<file path="src/hw/rtl/rpn_pkg.sv">
// rpn_pkg: shared types and constants for the reverse Polish evaluator
// token kinds, operator codes, status codes and the control state type
// no dependencies
`timescale 1ns / 1ps

package rpn_pkg;

    // data and stack sizing
    localparam int DATA_W            = 32;
    localparam int STACK_DEPTH_DEF   = 16;

    // token kinds
    localparam logic [1:0] KIND_DIGIT = 2'd0;
    localparam logic [1:0] KIND_OP    = 2'd1;
    localparam logic [1:0] KIND_END   = 2'd2;

    // operator codes
    localparam logic [1:0] OP_ADD = 2'd0;
    localparam logic [1:0] OP_SUB = 2'd1;
    localparam logic [1:0] OP_MUL = 2'd2;
    localparam logic [1:0] OP_DIV = 2'd3;

    // status codes, also used as the sticky error
    localparam logic [2:0] ST_OK        = 3'd0;
    localparam logic [2:0] ST_MALFORMED = 3'd1;
    localparam logic [2:0] ST_OVERFLOW  = 3'd2;
    localparam logic [2:0] ST_DIVZERO   = 3'd3;
    localparam logic [2:0] ST_FULL      = 3'd4;

    // signed 32-bit limits
    localparam logic [DATA_W-1:0] INT_MAX = 32'h7FFF_FFFF;
    localparam logic [DATA_W-1:0] INT_MIN = 32'h8000_0000;

    // control states, one-hot
    typedef enum logic [4:0] {
        S_IDLE = 5'b00001,
        S_READ = 5'b00010,
        S_MUL  = 5'b00100,
        S_DIV  = 5'b01000,
        S_WAIT = 5'b10000
    } t_state;

endpackage

</file>
<file path="src/hw/rtl/rpn_ram.sv">
// rpn_ram: generic single-write, single-read ram with registered read data
// no dependencies
`timescale 1ns / 1ps

module rpn_ram #(
    parameter  int WIDTH = 32,
    parameter  int DEPTH = 16,
    localparam int AW    = (DEPTH > 1) ? $clog2(DEPTH) : 1
) (
    input  logic             i_clk,
    input  logic             i_wr_en,
    input  logic [AW-1:0]    i_wr_addr,
    input  logic [WIDTH-1:0] i_wr_data,
    input  logic             i_rd_en,
    input  logic [AW-1:0]    i_rd_addr,
    output logic [WIDTH-1:0] o_rd_data
);

    logic [WIDTH-1:0] r_mem [DEPTH];
    logic [WIDTH-1:0] r_rd_data;

    // write port
    always_ff @(posedge i_clk) begin
        if (i_wr_en) begin
            r_mem[i_wr_addr] <= i_wr_data;
        end
    end

    // registered read port
    always_ff @(posedge i_clk) begin
        if (i_rd_en) begin
            r_rd_data <= r_mem[i_rd_addr];
        end
    end

    assign o_rd_data = r_rd_data;

endmodule

</file>
<file path="src/hw/rtl/rpn_div.sv">
// rpn_div: iterative signed 32-bit divider, one quotient bit per cycle
// quotient truncated toward zero; depends on rpn_pkg
`timescale 1ns / 1ps

module rpn_div
    import rpn_pkg::*;
(
    input  logic              i_clk,
    input  logic              i_rst_n,
    input  logic              i_start,
    input  logic [DATA_W-1:0] i_dividend,
    input  logic [DATA_W-1:0] i_divisor,
    output logic              o_done,
    output logic [DATA_W-1:0] o_quotient
);

    localparam int CW = $clog2(DATA_W);

    logic              r_busy, n_busy;
    logic              r_done, n_done;
    logic [CW-1:0]     r_cnt, n_cnt;
    logic [DATA_W-1:0] r_rem, n_rem;
    logic [DATA_W-1:0] r_quo, n_quo;
    logic [DATA_W-1:0] r_dvs, n_dvs;
    logic              r_neg, n_neg;

    logic [DATA_W:0]   shifted;
    logic [DATA_W:0]   diff;

    // one restoring step on the magnitudes
    assign shifted = {r_rem, r_quo[DATA_W-1]};
    assign diff    = shifted - {1'b0, r_dvs};

    always_comb begin
        n_busy = r_busy;
        n_done = 1'b0;
        n_cnt  = r_cnt;
        n_rem  = r_rem;
        n_quo  = r_quo;
        n_dvs  = r_dvs;
        n_neg  = r_neg;
        if (i_start) begin
            n_busy = 1'b1;
            n_cnt  = '0;
            n_rem  = '0;
            n_quo  = i_dividend[DATA_W-1] ? (~i_dividend + 1'b1) : i_dividend;
            n_dvs  = i_divisor[DATA_W-1] ? (~i_divisor + 1'b1) : i_divisor;
            n_neg  = i_dividend[DATA_W-1] ^ i_divisor[DATA_W-1];
        end else if (r_busy) begin
            if (!diff[DATA_W]) begin
                n_rem = diff[DATA_W-1:0];
                n_quo = {r_quo[DATA_W-2:0], 1'b1};
            end else begin
                n_rem = shifted[DATA_W-1:0];
                n_quo = {r_quo[DATA_W-2:0], 1'b0};
            end
            n_cnt = r_cnt + 1'b1;
            if (r_cnt == CW'(DATA_W - 1)) begin
                n_busy = 1'b0;
                n_done = 1'b1;
            end
        end
    end

    // control registers
    always_ff @(posedge i_clk) begin
        if (!i_rst_n) begin
            r_busy <= 1'b0;
            r_done <= 1'b0;
            r_cnt  <= '0;
        end else begin
            r_busy <= n_busy;
            r_done <= n_done;
            r_cnt  <= n_cnt;
        end
    end

    // datapath registers
    always_ff @(posedge i_clk) begin
        r_rem <= n_rem;
        r_quo <= n_quo;
        r_dvs <= n_dvs;
        r_neg <= n_neg;
    end

    // sign fix on the way out
    assign o_done     = r_done;
    assign o_quotient = r_neg ? (~r_quo + 1'b1) : r_quo;

endmodule

</file>
<file path="src/hw/rtl/rpn_stack_evaluator_top.sv">
// rpn_stack_evaluator_top: reverse Polish integer expression evaluator
// depends on rpn_pkg, rpn_ram and rpn_div
//
// Usage
//   Input channel (i_valid / o_stall) carries one token per transaction:
//   i_kind selects digit, operator or end; i_digit_value and i_op_code
//   give the operand or the operator. Kind 3 is taken and ignored.
//   Output channel (o_valid / i_stall) carries one transaction per end
//   token: o_value and o_status (0 ok, 1 malformed, 2 overflow,
//   3 division by zero, 4 stack full); o_value is zero unless ok.
//   Per token: digit, end and ignored tokens, and operators that lack
//   operands or meet a pending error, finish in S_IDLE; add and subtract
//   pass through S_READ; multiply through S_READ and S_MUL; divide through
//   S_READ (operand read, divider start), S_DIV and S_WAIT (write back),
//   waiting on the one-bit-per-cycle divider (32 steps); a zero divisor or an overflowing quotient ends in S_READ.
//   Operators read the first operand from the stack ram (registered
//   read); the top of stack, the second operand, lives in a register.
//   The result of an end token appears on o_valid the cycle after it is
//   taken and stays, unchanged, while i_stall is high. Digit and operator
//   tokens are still taken meanwhile; only a further end token waits.
//   Reset (i_rst_n low, synchronous) empties the stack, clears the error
//   and drops o_valid; ram contents are not cleared and need no sweep.
`timescale 1ns / 1ps

module rpn_stack_evaluator_top
    import rpn_pkg::*;
#(
    parameter int STACK_DEPTH = STACK_DEPTH_DEF
) (
    input  logic                     i_clk,
    input  logic                     i_rst_n,
    input  logic                     i_valid,
    output logic                     o_stall,
    input  logic [1:0]               i_kind,
    input  logic [3:0]               i_digit_value,
    input  logic [1:0]               i_op_code,
    output logic                     o_valid,
    input  logic                     i_stall,
    output logic signed [DATA_W-1:0] o_value,
    output logic [2:0]               o_status
);

    localparam int DW = $clog2(STACK_DEPTH + 1);
    localparam int AW = $clog2(STACK_DEPTH);

    t_state            r_state, n_state;
    logic [DW-1:0]     r_depth, n_depth;
    logic [2:0]        r_err, n_err;
    logic [DATA_W-1:0] r_tos, n_tos;
    logic [1:0]        r_op, n_op;
    logic signed [2*DATA_W-1:0] r_prod, n_prod;
    logic              r_out_valid, n_out_valid;
    logic [DATA_W-1:0] r_out_value, n_out_value;
    logic [2:0]        r_out_status, n_out_status;

    logic              in_acc;
    logic              full;
    logic [DW-1:0]     depth_m1;
    logic [DW-1:0]     depth_m2;

    logic              ram_wr_en;
    logic              ram_rd_en;
    logic [DATA_W-1:0] ram_rd_data;

    logic signed [DATA_W-1:0]   op_a;
    logic signed [DATA_W-1:0]   op_b;
    logic [DATA_W:0]            sum;
    logic signed [2*DATA_W-1:0] mul_full;
    logic                       sum_ovf;
    logic                       prod_ovf;
    logic                       div_zero;
    logic                       div_ovf;
    logic                       div_start;
    logic                       div_done;
    logic [DATA_W-1:0]          div_quo;

    // handshake: busy while an operator runs, end tokens wait for the output slot
    assign o_stall = (r_state != S_IDLE) || (r_out_valid && i_stall && (i_kind == KIND_END));
    assign in_acc  = i_valid && !o_stall;

    // stack addressing, entries below the top of stack live in ram
    assign full     = (r_depth >= DW'(STACK_DEPTH));
    assign depth_m1 = r_depth - DW'(1);
    assign depth_m2 = r_depth - DW'(2);

    assign ram_wr_en = in_acc && (i_kind == KIND_DIGIT) && (r_err == ST_OK) && !full
                       && (r_depth != '0);
    assign ram_rd_en = in_acc && (i_kind == KIND_OP) && (r_err == ST_OK)
                       && (r_depth >= DW'(2));

    rpn_ram #(
        .WIDTH (DATA_W),
        .DEPTH (STACK_DEPTH)
    ) u_ram (
        .i_clk     (i_clk),
        .i_wr_en   (ram_wr_en),
        .i_wr_addr (depth_m1[AW-1:0]),
        .i_wr_data (r_tos),
        .i_rd_en   (ram_rd_en),
        .i_rd_addr (depth_m2[AW-1:0]),
        .o_rd_data (ram_rd_data)
    );

    // operand arithmetic: first operand from ram, second is the top of stack
    assign op_a     = ram_rd_data;
    assign op_b     = r_tos;
    assign sum      = (r_op == OP_ADD) ? ({op_a[DATA_W-1], op_a} + {op_b[DATA_W-1], op_b})
                                       : ({op_a[DATA_W-1], op_a} - {op_b[DATA_W-1], op_b});
    assign sum_ovf  = ($signed(sum) >= $signed({1'b0, INT_MAX}))
                   || ($signed(sum) <= $signed({1'b1, INT_MIN}));
    assign mul_full = op_a * op_b;
    assign prod_ovf = (r_prod >= $signed({{DATA_W{1'b0}}, INT_MAX}))
                   || (r_prod <= $signed({{DATA_W{1'b1}}, INT_MIN}));
    assign div_zero = (op_b == '0);
    assign div_ovf  = (op_a == INT_MIN) && (op_b == '1);
    assign div_start = (r_state == S_READ) && (r_op == OP_DIV) && !div_zero && !div_ovf;

    rpn_div u_div (
        .i_clk      (i_clk),
        .i_rst_n    (i_rst_n),
        .i_start    (div_start),
        .i_dividend (op_a),
        .i_divisor  (op_b),
        .o_done     (div_done),
        .o_quotient (div_quo)
    );

    // token sequencing and stack update
    always_comb begin
        n_state      = r_state;
        n_depth      = r_depth;
        n_err        = r_err;
        n_tos        = r_tos;
        n_op         = r_op;
        n_prod       = r_prod;
        n_out_valid  = r_out_valid && i_stall;
        n_out_value  = r_out_value;
        n_out_status = r_out_status;
        unique case (r_state)
            S_IDLE: begin
                if (in_acc) begin
                    priority if (i_kind == KIND_DIGIT) begin
                        if (r_err == ST_OK) begin
                            if (full) begin
                                n_err = ST_FULL;
                            end else begin
                                n_tos   = {{(DATA_W-4){1'b0}}, i_digit_value};
                                n_depth = r_depth + DW'(1);
                            end
                        end
                    end else if (i_kind == KIND_OP) begin
                        if (r_err == ST_OK) begin
                            if (r_depth < DW'(2)) begin
                                n_err = ST_MALFORMED;
                            end else begin
                                n_op    = i_op_code;
                                n_state = S_READ;
                            end
                        end
                    end else if (i_kind == KIND_END) begin
                        n_out_valid = 1'b1;
                        if (r_err != ST_OK) begin
                            n_out_value  = '0;
                            n_out_status = r_err;
                        end else if (r_depth == DW'(1)) begin
                            n_out_value  = r_tos;
                            n_out_status = ST_OK;
                        end else begin
                            n_out_value  = '0;
                            n_out_status = ST_MALFORMED;
                        end
                        n_depth = '0;
                        n_err   = ST_OK;
                    end else begin
                        n_state = S_IDLE;
                    end
                end
            end
            S_READ: begin
                unique case (r_op)
                    OP_ADD, OP_SUB: begin
                        n_state = S_IDLE;
                        if (sum_ovf) begin
                            n_err = ST_OVERFLOW;
                        end else begin
                            n_tos   = sum[DATA_W-1:0];
                            n_depth = depth_m1;
                        end
                    end
                    OP_MUL: begin
                        n_prod  = mul_full;
                        n_state = S_MUL;
                    end
                    OP_DIV: begin
                        priority if (div_zero) begin
                            n_err   = ST_DIVZERO;
                            n_state = S_IDLE;
                        end else if (div_ovf) begin
                            n_err   = ST_OVERFLOW;
                            n_state = S_IDLE;
                        end else begin
                            n_state = S_DIV;
                        end
                    end
                    default: n_state = S_IDLE;
                endcase
            end
            S_MUL: begin
                n_state = S_IDLE;
                if (prod_ovf) begin
                    n_err = ST_OVERFLOW;
                end else begin
                    n_tos   = r_prod[DATA_W-1:0];
                    n_depth = depth_m1;
                end
            end
            S_DIV: begin
                // first divider step runs here
                n_state = S_WAIT;
            end
            S_WAIT: begin
                if (div_done) begin
                    n_tos   = div_quo;
                    n_depth = depth_m1;
                    n_state = S_IDLE;
                end
            end
            default: n_state = S_IDLE;
        endcase
    end

    // control registers
    always_ff @(posedge i_clk) begin
        if (!i_rst_n) begin
            r_state     <= S_IDLE;
            r_depth     <= '0;
            r_err       <= ST_OK;
            r_out_valid <= 1'b0;
        end else begin
            r_state     <= n_state;
            r_depth     <= n_depth;
            r_err       <= n_err;
            r_out_valid <= n_out_valid;
        end
    end

    // payload registers
    always_ff @(posedge i_clk) begin
        r_tos        <= n_tos;
        r_op         <= n_op;
        r_prod       <= n_prod;
        r_out_value  <= n_out_value;
        r_out_status <= n_out_status;
    end

    assign o_valid  = r_out_valid;
    assign o_value  = r_out_value;
    assign o_status = r_out_status;

endmodule

</file>
<file path="config.mk">
export PLATFORM = sky130hd
export DESIGN_NAME = rpn_stack_evaluator_top
export DESIGN_NICKNAME = d
export VERILOG_FILES = /design/src/hw/rtl/rpn_pkg.sv /design/src/hw/rtl/rpn_ram.sv /design/src/hw/rtl/rpn_div.sv /design/src/hw/rtl/rpn_stack_evaluator_top.sv
export SDC_FILE = /design/constraint.sdc
export NUM_CORES = 2
export LEC_CHECK = 0
export ABC_AREA = 1
export BUFFER_PORTS_ARGS = -buffer_cell sky130_fd_sc_hd__clkbuf_2
export CELL_PAD_IN_SITES_DETAIL_PLACEMENT = 1
export CELL_PAD_IN_SITES_GLOBAL_PLACEMENT = 1
export CORE_ASPECT_RATIO = 1.5
export CORE_MARGIN = 5
export CORE_UTILIZATION = 38
export DETAILED_ROUTE_END_ITERATION = 7
export GPL_TIMING_DRIVEN = 1
export PLACE_DENSITY_LB_ADDON = 0.12
export SKIP_CTS_REPAIR_TIMING = 1
export SYNTH_ARGS = -nofsm -noshare
export SYNTH_HDL_FRONTEND = slang
export SYNTH_HIERARCHICAL = 1
export SYNTH_SLANG_ARGS = --single-unit
</file>
<file path="constraint.sdc">
create_clock -name i_clk -period 9.3 [get_ports i_clk]
set_clock_uncertainty 0.15 [all_clocks]
set_input_delay 1.86 -clock i_clk [delete_from_list [all_inputs] [get_ports i_clk]]
set_output_delay 1.86 -clock i_clk [all_outputs]
set_load 0.02 [all_outputs]
</file>
==> impl_metrics.env <==
export IMPL_cp_data_required_time_ns=9.62
export IMPL_post_synth_top_area_fraction_pct=28.1
export IMPL_clockRootBuffer="sky130_fd_sc_hd__clkbuf_16"
export IMPL_cts_buffer_depth=3
export IMPL_postRouteAntennaNets=0
export IMPL_flow_area_growth_from_synthesis_pct=8.97
export IMPL_leading_post_synthesis_cells_by_cell_area="sky130_fd_sc_hd__edfxtp_1 (28%), sky130_fd_sc_hd__fa_1 (27%), sky130_fd_sc_hd__nand2_1 (12%), sky130_fd_sc_hd__inv_1 (12%), sky130_fd_sc_hd__ha_1 (4.1%)"
export IMPL_fp_dieArea_um2=218000
export IMPL_worst_slew_pin_transition_ns=1.37
export IMPL_filler_cell_count=24700
export IMPL_detail_route_first_pass_iterations=6
export IMPL_post_synth_inst_count=9427
export IMPL_cts_tree="built"
export IMPL_yosysSeqAreaShare_pct=29.4
export IMPL_timing_final_ws_setup_ns=0.256
export IMPL_io_pins=49
export IMPL_io_buffer_count=48
export IMPL_asyncSetResetFlopFracSynth_pct=0
export IMPL_drive_above_1_share_pct=5.82
export IMPL_worst_setup_end_kind="flop"
export IMPL_syn_area_um2=79300
export IMPL_cp_common_cell="sky130_fd_sc_hd__fa_1"
export IMPL_worstPathArrival_ns=9.36
export IMPL_hpwl_mm=224
export IMPL_maxCapViolCount=0
export IMPL_use_met2_pct=50.8
export IMPL_core_region_area_um2=208000
export IMPL_grt_first_pass_wirelength_mm=432
export IMPL_postSynthNetCount=10800
export IMPL_chipWidth_um=383
export IMPL_cts_sinks=795
export IMPL_ys_flop_type="sky130_fd_sc_hd__edfxtp_1"
export IMPL_cts_buffers_inserted=88
export IMPL_drcViolationCount=0
export IMPL_cts_max_level=3
export IMPL_fin_hold_ws_ns=0.304
export IMPL_timing_final_crit_period_ns=9.04
export IMPL_final_min_period_over_clock_period_pct=97.3
export IMPL_worstPathCellList="buf_4 -> nand2_1 -> fa_1 -> inv_1 -> fa_1 -> fa_1 -> fa_1 -> fa_1 -> fa_1 -> fa_1 -> fa_1 -> ha_1 -> a21oi_1 -> inv_1 -> a31oi_1 -> o21ai_0 -> a21oi_1 -> nand3_1 -> nand4_1 -> o211ai_1 -> a21oi_1 -> xnor2_1"
export IMPL_fin_area_um2=86400
export IMPL_grt_total_usage_pct=26.4
export IMPL_start_util_pct=38.2
export IMPL_setup_violations_final=0
export IMPL_grt_max_degree=100
export IMPL_gp_congestion=0.999
export IMPL_tns_ns=0
export IMPL_min_path_type="reg2reg"
export IMPL_critPathLaunchType="flop"
export IMPL_slew_violations=0
export IMPL_gr_ovfl_total=0
export IMPL_grt_util_met3_pct=2.68
export IMPL_synthesis_area_per_instance_um2=8.41
export IMPL_ff_latch_area_um2=23300
export IMPL_core_rowCount=205
export IMPL_top_usage_layer="met2"
export IMPL_run_status="completed"
export IMPL_overall_via_count_from_detail_route=62000
export IMPL_synth_enable_flop_cells=742
export IMPL_timing_critical_path_slowest_cell_delay_ns=1.13
export IMPL_grt_util_met1_pct=29.6
export IMPL_vert_die_dim_um=569
export IMPL_slowest_stage="sky130_fd_sc_hd__edfxtp_1"
export IMPL_route_final_wire_length_mm=287
export IMPL_ys_warn_count=6
export IMPL_critPathMaxFanout=15
export IMPL_grt_setup_unrepaired="false"
export IMPL_drt_iter0_markers=3339
export IMPL_dpl_instance_area_um2=83200
export IMPL_hold_viol=0
export IMPL_post_synth_top_area_cell="sky130_fd_sc_hd__edfxtp_1"
export IMPL_cts_reportedPaths_clkPinSlew_ns=0.06
export IMPL_pre_cts_slack_ns=0.197
export IMPL_maxClockFrequency_mhz=111
export IMPL_max_slew_margin_rel_pct=7.91
export IMPL_synth_cell_type_count=59
export IMPL_design_final_nets=10800
export IMPL_kind_of_critical_path="reg2reg"
export IMPL_wl_per_cell_um=23.5
export IMPL_grt_pass1_vias=69500
export IMPL_antenna_violations_before_repair=13
export IMPL_multiInputGateArea_um2=45000
export IMPL_avgViaCountPerCell=5.09
export IMPL_clock_latency_ns=0.73
export IMPL_ys_seq_elements=795
critical path, delay by kind of cell (launching register included):
kind | cells | cell delay (ns)
XOR/XNOR | 1 | 0.09
flip-flops | 1 | 1.13
adder cells (fa/ha/maj) | 9 | 4.50
buffers and inverters | 3 | 0.46
AO/OA/AOI/OAI | 6 | 1.61
AND/OR/NAND/NOR | 3 | 0.80
worst paths after layout:
check / from / to / slack, ns / cells past startpoint
min: r_err[1]$_SDFFE_PN0P_ / o_status[1]$_SDFFCE_PP0P_ / 0.30 / 0
max reg2reg: op_b[26]$_DFFE_PP_ / r_prod[58]$_DFFE_PP_ / 0.26 / 22
max: op_b[26]$_DFFE_PP_ / r_prod[58]$_DFFE_PP_ / 0.26 / 22
min reg2reg: r_err[1]$_SDFFE_PN0P_ / o_status[1]$_SDFFCE_PP0P_ / 0.30 / 0
cell families after synthesis:
logic type | share of synthesized area (%)
AOI/OAI and AO/OA | 2.90
xor gates and xnor gates | 2.30
adders and majority gates | 31.5
buffers and inverters | 14.0
DFF | 29.4
and+or+nand+nor | 19.8
through the flow:
stage / cells / util (%)
floorplan: 9427 / -
detailed placement: 12000 / 40.0
global placement: 12000 / 40.0
CTS: 12200 / 41.5
global route: 12200 / 41.6
finish: 12200 / 41.6
state kept, by name, summed over array words and instances (netlist names):
register / flops
o_status: 3
o_valid: 1
o_value: 32
op_b: 32
r_depth: 5
r_err: 3
r_op: 2
r_prod: 64
r_state: 5
u_div/o_done: 1
u_div/r_busy: 1
u_div/r_cnt: 5
u_div/r_dvs: 32
u_div/r_neg: 1
u_div/r_quo: 32
u_div/r_rem: 32
u_ram/o_rd_data: 32
u_ram/r_mem: 512
routing by layer:
layer,vias up,wire length (um)
li1,28000,-
met4,6,14000
met3,559,10500
met1,32200,108000
met5,-,36
met2,1337,155000
cell usage after synthesis (all sizes together) (61+ instances only):
master,instances
nor2,404
xor2,138
xnor2,68
nand2,2621
nand4,71
a21oi,163
clkbuf,247
buf,156
nor3,61
ha,262
o21ai,136
edfxtp,742
inv,2452
fa,1084
nand3,575
final cells by class:
type                       instances  share of cell area [%]
sequential                       795                    27.0
inverter                        2454                    10.7
clock buffer                     112                    2.71
clock inverter                    52                   0.852
multi-input combinational       5775                    52.1
antenna                            4                  0.0116
timing repair buffer             307                    2.72
tap                             2691                    3.90
cells in the final DEF (no fill, tap or decap), types with 120 or more instances in the layout:
master	Yosys	final
sky130_fd_sc_hd__a21oi_1	156	156
sky130_fd_sc_hd__buf_4	9	246
sky130_fd_sc_hd__edfxtp_1	742	742
sky130_fd_sc_hd__fa_1	1084	1084
sky130_fd_sc_hd__ha_1	262	262
sky130_fd_sc_hd__inv_1	2440	2436
sky130_fd_sc_hd__nand2_1	2600	2599
sky130_fd_sc_hd__nand3_1	572	572
sky130_fd_sc_hd__nor2_1	394	373
sky130_fd_sc_hd__o21ai_0	120	120
sky130_fd_sc_hd__xor2_1	135	134
Power is not shown: default switching activity piles up to over one toggle a cycle in this logic, so the estimate is an artifact.
